**config.mk**
```make
export PLATFORM = sky130hd
export DESIGN_NAME = pump_status_frame_receiver_unit
export DESIGN_NICKNAME = d
export VERILOG_FILES = /design/src/sv/psfr_pkg.sv /design/src/sv/pump_status_frame_receiver_unit.sv /design/src/sv/psfr_framer.sv /design/src/sv/psfr_judge.sv /design/src/sv/psfr_out_reg.sv
export VERILOG_INCLUDE_DIRS = /design/src /design/src/sv
export SDC_FILE = /design/constraint.sdc
export NUM_CORES = 1
export LEC_CHECK = 0
export ABC_AREA = 0
export BUFFER_PORTS_ARGS = -buffer_cell sky130_fd_sc_hd__buf_2
export CAP_MARGIN = 20
export CORE_ASPECT_RATIO = 1.25
export CORE_MARGIN = 2
export CORE_UTILIZATION = 60
export CTS_CLUSTER_SIZE = 30
export DETAILED_ROUTE_END_ITERATION = 10
export MAX_ROUTING_LAYER = met4
export PLACE_DENSITY = 0.78
export REMOVE_ABC_BUFFERS = 1
export SETUP_SLACK_MARGIN = 0.1
export SYNTH_ARGS = -nofsm -noshare
export SYNTH_HDL_FRONTEND = slang
export SYNTH_SLANG_ARGS = --single-unit
```
**constraint.sdc**
```tcl
create_clock -name clk_i -period 5.75 [get_ports clk_i]
set_clock_uncertainty 0.1 [all_clocks]
set_input_delay 1.725 -clock clk_i [delete_from_list [all_inputs] [get_ports clk_i]]
set_output_delay 1.725 -clock clk_i [all_outputs]
set_load 0.1 [all_outputs]
```
**src/sv/pump_status_frame_receiver_unit_macros.svh**
```systemverilog
// Assertion macros used by the receiver top file.
`ifndef PUMP_STATUS_FRAME_RECEIVER_UNIT_MACROS_SVH
`define PUMP_STATUS_FRAME_RECEIVER_UNIT_MACROS_SVH

// Checked on every rising clock edge outside reset.
`define PSFR_ASSERT(label, prop, msg) \
  label: assert property (@(posedge clk_i) disable iff (!rst_ni) (prop)) else $error(msg);

// A condition that must never be seen outside reset.
`define PSFR_NEVER(label, cond, msg) \
  label: assert property (@(posedge clk_i) disable iff (!rst_ni) !(cond)) else $error(msg);

`endif

```
**src/sv/psfr_pkg.sv**
```systemverilog
package psfr_pkg;

  localparam int unsigned MaxFrame = 32;
  localparam int unsigned CntW     = 6;
  localparam int unsigned LenW     = 9;

  localparam logic [7:0] SyncByte      = 8'h02;
  localparam logic [7:0] StartReset    = 8'h10;
  localparam logic [CntW-1:0] HdrBytes = CntW'(6);
  localparam logic [LenW-1:0] OvhBytes = LenW'(10);

  // Configuration register indexes.
  localparam logic [2:0] CfgStart    = 3'd0;
  localparam logic [2:0] CfgMaster   = 3'd1;
  localparam logic [2:0] CfgStatus   = 3'd2;
  localparam logic [2:0] CfgSpeedSub = 3'd3;
  localparam logic [2:0] CfgPowerSub = 3'd4;

  typedef enum logic [2:0] {
    StRpm       = 3'd0,
    StWatts     = 3'd1,
    StBadSum    = 3'd2,
    StWrongDest = 3'd3,
    StUnknown   = 3'd4
  } status_e;

  typedef struct packed {
    logic [7:0] master_address;
    logic [7:0] status_command;
    logic [7:0] speed_subcommand;
    logic [7:0] power_subcommand;
  } judge_cfg_t;

  typedef struct packed {
    logic [7:0]  dest;
    logic [7:0]  command;
    logic [7:0]  subcommand;
    logic [7:0]  length;
    logic [7:0]  payload_low;
    logic [7:0]  payload_high;
    logic [15:0] running_sum;
    logic [15:0] received_sum;
  } frame_t;

  typedef struct packed {
    status_e     status;
    logic [15:0] value;
  } result_t;

endpackage

```
**src/sv/pump_status_frame_receiver_unit.sv**
```systemverilog
// Channel   Direction  Handshake              Payload
// input     in         in_valid_i/in_stall_o  rx_byte_i
// result    out        out_valid_o/out_stall_i frame_status_o, report_value_o
// config    in         cfg_we_i               cfg_index_i, cfg_data_i
//
// One byte is taken every cycle while in_stall_o is low; the frame state updates at
// the edge that takes it. The result of the last trailer byte is registered and
// shows on the output in the cycle after it. The only stall comes from the result
// register: while a result is held and out_stall_i is high, in_stall_o is high.
// Reset clears the hunt and restores the configuration registers to their defaults.
module pump_status_frame_receiver_unit
  import psfr_pkg::*;
(
  input  logic        clk_i,
  input  logic        rst_ni,
  input  logic        in_valid_i,
  output logic        in_stall_o,
  input  logic [7:0]  rx_byte_i,
  output logic        out_valid_o,
  input  logic        out_stall_i,
  output logic [2:0]  frame_status_o,
  output logic [15:0] report_value_o,
  input  logic        cfg_we_i,
  input  logic [2:0]  cfg_index_i,
  input  logic [7:0]  cfg_data_i
);

`include "pump_status_frame_receiver_unit_macros.svh"

  logic       [7:0] start_q, start_d;
  judge_cfg_t       cfg_q, cfg_d;
  logic             accept;
  logic             done;
  frame_t           frame;
  result_t          judged;
  result_t          result;
  logic             reject_nonzero;
  logic             rpm_unscaled;

  always_comb begin
    start_d = start_q;
    cfg_d   = cfg_q;
    if (cfg_we_i) begin
      unique case (cfg_index_i)
        CfgStart:    start_d                = cfg_data_i;
        CfgMaster:   cfg_d.master_address   = cfg_data_i;
        CfgStatus:   cfg_d.status_command   = cfg_data_i;
        CfgSpeedSub: cfg_d.speed_subcommand = cfg_data_i;
        CfgPowerSub: cfg_d.power_subcommand = cfg_data_i;
        default: ;
      endcase
    end
  end

  always_ff @(posedge clk_i or negedge rst_ni) begin
    if (!rst_ni) begin
      start_q <= StartReset;
      cfg_q   <= '0;
    end else begin
      start_q <= start_d;
      cfg_q   <= cfg_d;
    end
  end

  assign accept = in_valid_i & ~in_stall_o;

  psfr_framer u_framer (
    .clk_i        (clk_i),
    .rst_ni       (rst_ni),
    .accept_i     (accept),
    .rx_byte_i    (rx_byte_i),
    .start_byte_i (start_q),
    .done_o       (done),
    .frame_o      (frame)
  );

  psfr_judge u_judge (
    .frame_i  (frame),
    .cfg_i    (cfg_q),
    .result_o (judged)
  );

  psfr_out_reg u_out (
    .clk_i       (clk_i),
    .rst_ni      (rst_ni),
    .in_valid_i  (in_valid_i),
    .in_stall_o  (in_stall_o),
    .load_i      (done),
    .result_i    (judged),
    .out_valid_o (out_valid_o),
    .out_stall_i (out_stall_i),
    .result_o    (result)
  );

  assign frame_status_o = result.status;
  assign report_value_o = result.value;

  assign reject_nonzero = (frame_status_o == StBadSum || frame_status_o == StWrongDest ||
                           frame_status_o == StUnknown) && (report_value_o != 16'h0000);
  assign rpm_unscaled   = (frame_status_o == StRpm) && (report_value_o[15:14] != 2'b00);

  `PSFR_ASSERT(a_result_follows_request, $rose(out_valid_o) |-> $past(accept), "orphan result")
  `PSFR_NEVER(a_reject_zero_value, out_valid_o && reject_nonzero, "reject carries a value")
  `PSFR_NEVER(a_rpm_scaled, out_valid_o && rpm_unscaled, "rpm value not divided by four")

endmodule

```
**src/sv/psfr_framer.sv**
```systemverilog
module psfr_framer
  import psfr_pkg::*;
(
  input  logic       clk_i,
  input  logic       rst_ni,
  input  logic       accept_i,
  input  logic [7:0] rx_byte_i,
  input  logic [7:0] start_byte_i,
  output logic       done_o,
  output frame_t     frame_o
);

  logic [CntW-1:0] cnt_q, cnt_d;
  frame_t          frm_q, frm_d;
  logic [7:0]      sum_hi_q, sum_hi_d;

  logic [CntW:0]   count;
  logic [7:0]      len_eff;
  logic [LenW-1:0] sum_end;
  logic [LenW-1:0] frame_len;
  logic [LenW-1:0] idx_ext;

  always_comb begin
    cnt_d    = cnt_q;
    frm_d    = frm_q;
    sum_hi_d = sum_hi_q;
    done_o   = 1'b0;
    count    = {1'b0, cnt_q} + (CntW+1)'(1);
    len_eff  = (cnt_q == CntW'(5)) ? rx_byte_i : frm_q.length;
    sum_end  = LenW'(len_eff) + LenW'(HdrBytes);
    frame_len = LenW'(len_eff) + OvhBytes;
    idx_ext  = LenW'(cnt_q);
    if (accept_i) begin
      if (cnt_q == '0) begin
        if (rx_byte_i == start_byte_i) begin
          frm_d.running_sum = {8'h00, rx_byte_i};
          cnt_d = CntW'(1);
        end
      end else if (cnt_q == CntW'(1) && rx_byte_i != SyncByte) begin
        // A repeated start byte restarts the frame at that byte.
        if (rx_byte_i == start_byte_i) begin
          frm_d.running_sum = {8'h00, rx_byte_i};
          cnt_d = CntW'(1);
        end else begin
          cnt_d = '0;
        end
      end else if (cnt_q >= CntW'(MaxFrame)) begin
        cnt_d = '0;
      end else begin
        case (cnt_q)
          CntW'(2): frm_d.dest         = rx_byte_i;
          CntW'(3): frm_d.command      = rx_byte_i;
          CntW'(4): frm_d.subcommand   = rx_byte_i;
          CntW'(5): frm_d.length       = rx_byte_i;
          CntW'(6): frm_d.payload_low  = rx_byte_i;
          CntW'(7): frm_d.payload_high = rx_byte_i;
          default: ;
        endcase
        if (cnt_q < HdrBytes || idx_ext < sum_end) begin
          frm_d.running_sum = frm_q.running_sum + {8'h00, rx_byte_i};
        end else if (idx_ext == sum_end) begin
          sum_hi_d = rx_byte_i;
        end else if (idx_ext == sum_end + LenW'(1)) begin
          frm_d.received_sum = {sum_hi_q, rx_byte_i};
        end
        cnt_d = count[CntW-1:0];
        if (count >= (CntW+1)'(8)) begin
          if (frame_len > LenW'(MaxFrame)) begin
            cnt_d = '0;
          end else if (LenW'(count) >= frame_len) begin
            done_o = 1'b1;
            cnt_d  = '0;
          end
        end
      end
    end
  end

  always_ff @(posedge clk_i or negedge rst_ni) begin
    if (!rst_ni) begin
      cnt_q    <= '0;
      frm_q    <= '0;
      sum_hi_q <= '0;
    end else begin
      cnt_q    <= cnt_d;
      frm_q    <= frm_d;
      sum_hi_q <= sum_hi_d;
    end
  end

  assign frame_o = frm_q;

endmodule

```
**src/sv/psfr_judge.sv**
```systemverilog
module psfr_judge
  import psfr_pkg::*;
(
  input  frame_t     frame_i,
  input  judge_cfg_t cfg_i,
  output result_t    result_o
);

  logic [15:0] word;
  logic        is_status;

  assign word      = {frame_i.payload_high, frame_i.payload_low};
  assign is_status = (frame_i.command == cfg_i.status_command) && (frame_i.length >= 8'd2);

  // Checksum is checked first, then the destination, then the content.
  always_comb begin
    result_o.value = '0;
    if (frame_i.running_sum != frame_i.received_sum) begin
      result_o.status = StBadSum;
    end else if (frame_i.dest != cfg_i.master_address) begin
      result_o.status = StWrongDest;
    end else if (is_status && frame_i.subcommand == cfg_i.speed_subcommand) begin
      result_o.status = StRpm;
      result_o.value  = {2'b00, word[15:2]};
    end else if (is_status && frame_i.subcommand == cfg_i.power_subcommand) begin
      result_o.status = StWatts;
      result_o.value  = word;
    end else begin
      result_o.status = StUnknown;
    end
  end

endmodule

```
**src/sv/psfr_out_reg.sv**
```systemverilog
module psfr_out_reg
  import psfr_pkg::*;
(
  input  logic    clk_i,
  input  logic    rst_ni,
  input  logic    in_valid_i,
  output logic    in_stall_o,
  input  logic    load_i,
  input  result_t result_i,
  output logic    out_valid_o,
  input  logic    out_stall_i,
  output result_t result_o
);

  logic    valid_q, valid_d;
  result_t res_q, res_d;

  // A held result only blocks new requests while the consumer stalls it.
  assign in_stall_o = valid_q & out_stall_i;

  always_comb begin
    valid_d = valid_q & out_stall_i;
    res_d   = res_q;
    if (in_valid_i && !in_stall_o && load_i) begin
      valid_d = 1'b1;
      res_d   = result_i;
    end
  end

  always_ff @(posedge clk_i or negedge rst_ni) begin
    if (!rst_ni) begin
      valid_q <= 1'b0;
    end else begin
      valid_q <= valid_d;
    end
  end

  always_ff @(posedge clk_i) begin
    res_q <= res_d;
  end

  assign out_valid_o = valid_q;
  assign result_o    = res_q;

endmodule

```
Yosys cells after proc, flatten, opt, wreduce, memory -nomap -nowiden
Cells that the tools add are included.

$lt $le $gt $ge: 7. Reduce and logical (&&, ||, !) cells: 29. Add/subtract/negate cells: 5. Eq/ne operators: 22. Bitwise logic cells: 9. Mux-type cells: 29.

Operators by type and width (count): 16-bit 2-to-1 mux (8); 6-bit 2-to-1 mux (7); 8-bit == test (4); 32-bit 2-to-1 mux (1); 5-bit AND reduction (5); 6-bit by 3-bit == test with 1-bit output (second input constant) (4); 6-bit by 9-bit == test with 1-bit output (2); 18-bit 2-to-1 mux (1); 16-bit by 8-bit adder with 16-bit output (1); 16-bit inequality test (1); 6-bit by 2-bit == test with 1-bit output (second input constant) (2); 2-bit AND reduction (6); 1-bit 2-to-1 mux (10); 8-bit by 3-bit adder with 9-bit output (second input constant) (1); 8-bit by 4-bit adder with 9-bit output (second input constant) (1); 9-bit by 1-bit adder with 9-bit output (second input constant) (1); 7-bit by 9-bit >= comparator with 1-bit output (1); 9-bit by 6-bit greater-than comparator with 1-bit output (second input constant) (1); 6-bit by 9-bit < comparator with 1-bit output (1); 8-bit by 2-bit >= comparator with 1-bit output (second input constant) (1); 8-bit 2-to-1 mux (1); 8-bit by 2-bit inequality test with 1-bit output (second input constant) (1); 8-bit inequality test (1); 6-bit by 1-bit adder with 7-bit output (second input constant) (1); other kinds (25) (38).

Register bits after elaboration: 154. Word-level logic and storage cells: 122. Input bits: 24. Output and inout port bits: 21.

Depth between registers and ports, before layout
Depth in word-level cells: 13. Depth in mapped cells: 22. Mapped depth without buffers: 18.

By module
A second synthesis with hierarchy kept.

Cells, all modules: 788. Area total of the unflattened synthesis: 8844.7 um2.

Modules (own cells, without submodules): psfr_framer (area an instance 5595.4 um2, cells an instance 530, seq. area each 2352.3 um2, times used 1); pump_status_frame_receiver_unit (area an instance 1550.2 um2, cells an instance 89, seq. area each 1002.2 um2, times used 1); psfr_judge (area an instance 1073.5 um2, cells an instance 145, seq. area each 0.0 um2, times used 1); psfr_out_reg (area an instance 625.6 um2, cells an instance 24, seq. area each 595.6 um2, times used 1).

Worst setup path before layout
Ideal clock, no wire load.

Kind: input -> register. Start: input rx_byte_i[1]. End: register u_out.res_q, in the netlist u_out.result_o[0], enable pin. Data required time: 5.255 ns. Setup slack: 0.463 ns. Setup time: 0.395 ns. Path buffers: 1. Cell stages on the path: 12. Data arrival time: 4.792 ns. Cell sequence: clkbuf_1 -> mux2i_1 -> inv_1 -> ha_1 -> nor4_1 -> a211oi_1 -> xor2_1 -> ha_1 -> nand2_1 -> o31ai_1 -> nand2_1 -> nor2_1.

Longest elaborated chain between the ends: 11. Elaborated cells between the ends (all ways): 14. Classes of those cells: add/sub: 1; order compare: 2; eq/ne: 1; mux: 8; reduce/logical: 2.

RTL lines: start, declared (line pump_status_frame_receiver_unit.sv:18) `input logic [7:0] rx_byte_i,`; 8-bit 2-to-1 mux *; via u_framer.len_eff[1] (line psfr_framer.sv:18) `logic [7:0] len_eff;`; 8-bit by 4-bit adder with 9-bit output * (line psfr_framer.sv:31) `frame_len = LenW'(len_eff) + OvhBytes;`; 7-bit by 9-bit >= comparator with 1-bit output (line psfr_framer.sv:70) `end else if (LenW'(count) >= frame_len) begin`; 1-bit 2-to-1 mux (line psfr_framer.sv:70); 1-bit 2-to-1 mux * (line psfr_framer.sv:68) `if (frame_len > LenW'(MaxFrame)) begin`; 1-bit 2-to-1 mux * (line psfr_framer.sv:67) `if (count >= (CntW+1)'(8)) begin`; 1-bit 2-to-1 mux * (line psfr_framer.sv:47) `end else if (cnt_q >= CntW'(MaxFrame)) begin`; 1-bit 2-to-1 mux * (line psfr_framer.sv:39) `end else if (cnt_q == CntW'(1) && rx_byte_i != SyncByte) begin`; 1-bit 2-to-1 mux * (line psfr_framer.sv:34) `if (cnt_q == '0) begin`; 1-bit 2-to-1 mux * (line psfr_framer.sv:33) `if (accept_i) begin`; 1-bit logical AND * (line psfr_out_reg.sv:24) `if (in_valid_i && !in_stall_o && load_i) begin`; end signal, assigned (line psfr_out_reg.sv:39) `res_q <= res_d;`; end, declared (line psfr_out_reg.sv:16) `result_t res_q, res_d;`.

The timed path passes the listed nets; every way through them passes the cells marked *. A chain may end at the register's enable or synchronous reset.

Worst setup path after layout
Start: register u_framer.cnt_q[5]. End: register u_framer.frm_q, in the netlist u_framer.frame_o[25].

Longest elaborated chain between the ends: 7. Elaborated cells between the ends (all ways): 15. Classes of those cells: add/sub: 1; order compare: 3; eq/ne: 3; mux: 3; reduce/logical: 5.

RTL lines: start, declared (line psfr_framer.sv:13) `logic [CntW-1:0] cnt_q, cnt_d;`; start signal, assigned (line psfr_framer.sv:85) `cnt_q <= cnt_d;`; 6-bit by 3-bit == test with 1-bit output (line psfr_framer.sv:29) `len_eff = (cnt_q == CntW'(5)) ? rx_byte_i : frm_q.length;`; 8-bit 2-to-1 mux; 8-bit by 3-bit adder with 9-bit output (line psfr_framer.sv:30) `sum_end = LenW'(len_eff) + LenW'(HdrBytes);`; 6-bit by 9-bit < comparator with 1-bit output (line psfr_framer.sv:59) `if (cnt_q < HdrBytes || idx_ext < sum_end) begin`; 1-bit logical OR (line psfr_framer.sv:59); 3-bit nonzero test (no line); 3-bit AND reduction (no line); end signal, assigned (line psfr_framer.sv:86) `frm_q <= frm_d;`; end, declared (line psfr_framer.sv:14) `frame_t frm_q, frm_d;`.

Several ways; a longest one is shown, not always the timed one.

==> reports/results.ini <==
[status]
status=finished, final reports clean

[yosys]
ys_top_cells_by_count=dfrtp_1 (134), mux2_2 (95), xnor2_1 (57)
synth_top_family_by_area=multiplexers
synth_most_common_cell=dfrtp_1
synthCells=748
ys_async_sr_fraction=0.877
yosys_warnings=0
ys_ff_latch=154
synth_top_area_cell=dfrtp_1
synthFlopType=dfrtp_1
muxShareOfSynthArea=0.153
yosys.area.top_type_share=0.394
synth_area_leaders=dfrtp_1 (39%), mux2_2 (13%), edfxtp_1 (6.7%)
ys_seq_area_frac=0.465
synth_edf_count=19
synth_compound_area_frac=0.119
synthesis.area_mm2=0.00850
synth_area_per_cell_um2=11.4
synthSimpleGateAreaFrac=0.111
synthXorXnorAreaFrac=0.0831
synth_fa_ha_area_frac=0.0465
ys_types=66

[layout]
area_growth_pct=13.0
final_cells=990
finalNetCount=856
finish.utilization=0.696
drive_gt1_frac=0.278

[setup_path]
reg2reg_to=u_framer.frame_o[25]
timing.rr.start=u_framer.cnt_q[5]
cp.arrival_ns=5.33
crit_path_max_fanout=15
crit_type=flip-flop to flip-flop
critPathCaptureType=flip-flop
ff2ff_path_depth=17
ff2ff_setup_slack_ns=0.67
start_kind=flip-flop
required_ns=6.00

[die]
start_util=0.616
core_mm2=0.0138
rows=48
ios=45
dieWidth_um=110
die_area_mm2=0.0151
die_h_um=137

[power_and_ir_drop]
seqPwrFrac=0.357
p_comb_frac=0.398
p_clk_frac=0.245
switching_share=0.392
peakVddDrop_mv=0.295
netSwitchingPower_mw=1.77
p_int_mw=2.75
power.leakage_nw=4.31
power_density_mw_per_mm2=471

[timing]
worstMarginPinSlew_ns=1.06
setup_viol=0
finalMaxSlewViolations=0
finalSetupTns_ns=0
fin_crit_sh=0.883
hold_viol=0
final.min_clock_period_ns=5.08
relSlewSlack=0.292
rsz0062_at_grt=false
hold_ws_ns=0.405
max_freq_mhz=197

[min_path]
worstHoldPathCells=1
hp-start=u_framer.sum_hi_q[3]
worstHoldPathType=flip-flop to flip-flop
holdPathEnd=u_framer.frame_o[11]

[place]
dpl.hpwl_mm=14.5
dp.cells=955
place_congestion=0.947
port_buffers=44

[drt]
vias=6343
drtPass1Iterations=6
drt-initial-drc-count=483
drc_errors=0
ant_nets=0
vias_per_cell=6.41
wl_per_cell_um=21.5
wl_mm=21.3

[clocking]
path_clk_slew_ns=0.07
cts_buffer_depth=2
post-cts-setup-buffers=0
cts_sinks=154
cts_root_buf=clkbuf_16
hold_buffers=0
htreeDepth=4
numCtsBuffers=17
cts_resized=0
cts_tree=built
clock_latency_ns=0.44

[global_routing]
grt_pass1_vias=6529
grt_pass1_wl_mm=34.3
track_usage=0.301
grt-ovfl-total=0
grt_max_degree=84
antenna_found_initial=1

[run]
cap_violations=0

==> how the worst max path moves through the flow <==
stage | endpoint | cells past startpoint | slack (ns) | start
floorplan | u_out.result_o[0] | 11 | 0.66 | rx_byte_i[1]
global placement | u_framer.frame_o[26] | 15 | 0.71 | rx_byte_i[2]
detailed placement | u_framer.frame_o[30] | 15 | 0.51 | rx_byte_i[2]
CTS | u_framer.frame_o[25] | 17 | 0.75 | u_framer.cnt_q[5]
global route | u_framer.frame_o[25] | 17 | 0.34 | u_framer.cnt_q[5]
finish | u_framer.frame_o[25] | 17 | 0.67 | u_framer.cnt_q[5]
==> logic make-up (layout without fill, tap and decap cells) <==
group / count (synthesis) / count (layout)
other: 0 / 1
DFF: 154 / 154
xor gates and xnor gates: 79 / 79
muxes: 113 / 113
adders and majority gates: 31 / 31
and+or+nand+nor: 176 / 176
AOI/OAI and AO/OA: 149 / 149
buffers and inverters: 46 / 112
==> layout make-up <==
type | count | area, µm²
Inverter | 11 | 41.3
Clock buffer | 17 | 425
Timing Repair Buffer | 69 | 430
Clock inverter | 15 | 174
Sequential cell | 154 | 3950
Fill cell | 1000 | 4200
Tap cell | 175 | 219
Antenna cell | 1 | 2.50
Multi-Input combinational cell | 548 | 4370
==> metrics by stage <==
step                instance area, µm²  power, mW  setup slack (ns)
floorplan                         8350       2.86             0.657
global placement                  8970       3.29             0.709
finish                            9610       4.53             0.670
global route                      9610       4.78             0.337
detailed placement                8970       3.36             0.507
CTS                               9570       4.51             0.752
==> cells in the final DEF, fill, tap and decap left out, types with 4 or more instances in the layout <==
| cell | instances |
|---|---|
| dfrtp_1 | 134 |
| mux2_2 | 95 |
| xnor2_1 | 57 |
| nand2_1 | 46 |
| buf_2 | 43 |
| a21oi_1 | 34 |
| o21ai_0 | 33 |
| nor2_1 | 31 |
| ha_1 | 30 |
| buf_4 | 24 |
| xor2_1 | 20 |
| edfxtp_1 | 19 |
| clkbuf_16 | 17 |
| nand3_1 | 15 |
| nand4_1 | 14 |
| a22o_1 | 14 |
| a21o_1 | 12 |
| nor3_1 | 12 |
| inv_1 | 11 |
| mux2_4 | 10 |
| a211oi_1 | 9 |
| nor4_1 | 9 |
| a22oi_1 | 9 |
| mux2i_1 | 8 |
| nor2b_1 | 8 |
| and3_1 | 7 |
| a31oi_1 | 6 |
| o31ai_1 | 6 |
| and2_1 | 5 |
| clkinv_8 | 5 |
| nor4b_1 | 4 |
| clkinv_4 | 4 |
| inv_6 | 4 |
==> power groups by stage <==
| stage | clock (mW) | combinational, mW | sequential (mW) |
|---|---|---|---|
| after detailed placement | 0 | 1.74 | 1.62 |
| final | 1.11 | 1.80 | 1.62 |
| after global routing | 1.17 | 1.97 | 1.65 |
| after CTS | 1.12 | 1.78 | 1.61 |
| after floorplan | 0 | 1.31 | 1.55 |
| after global placement | 0 | 1.68 | 1.61 |
==> sequential cells by signal (all words and copies together), names as in the netlist <==
register / cells
start_q: 8
u_framer.frame_o: 80
u_out.result_o: 19
cfg_q: 32
u_framer.cnt_q: 6
u_framer.sum_hi_q: 8
u_out.out_valid_o: 1
==> metal layers <==
metal | share of wire | up-vias | track usage
li1 | - | 2853 | -
met5 | 0 | - | -
met3 | 0.065 | 64 | 0.0678
met2 | 0.50 | 275 | 0.492
met4 | 0.038 | 0 | 0.138
met1 | 0.39 | 3151 | 0.361
==> critical path: stages (launching register included) <==
cell and delay, ns:
dfrtp_1 0.61, or4b_4 0.73, nor2_2 0.11, buf_4 0.21, mux2i_1 0.25, ha_1 0.38
nor2b_1 0.11, o211ai_1 0.18, nand2_1 0.15, ha_1 0.30, nand2_1 0.06, a21o_1 0.15
a21oi_1 0.19, nand3_1 0.17, o211ai_2 0.36, o21bai_1 0.53, o21ai_0 0.24, o21ai_0 0.13
(Power assumes the default switching activity.)
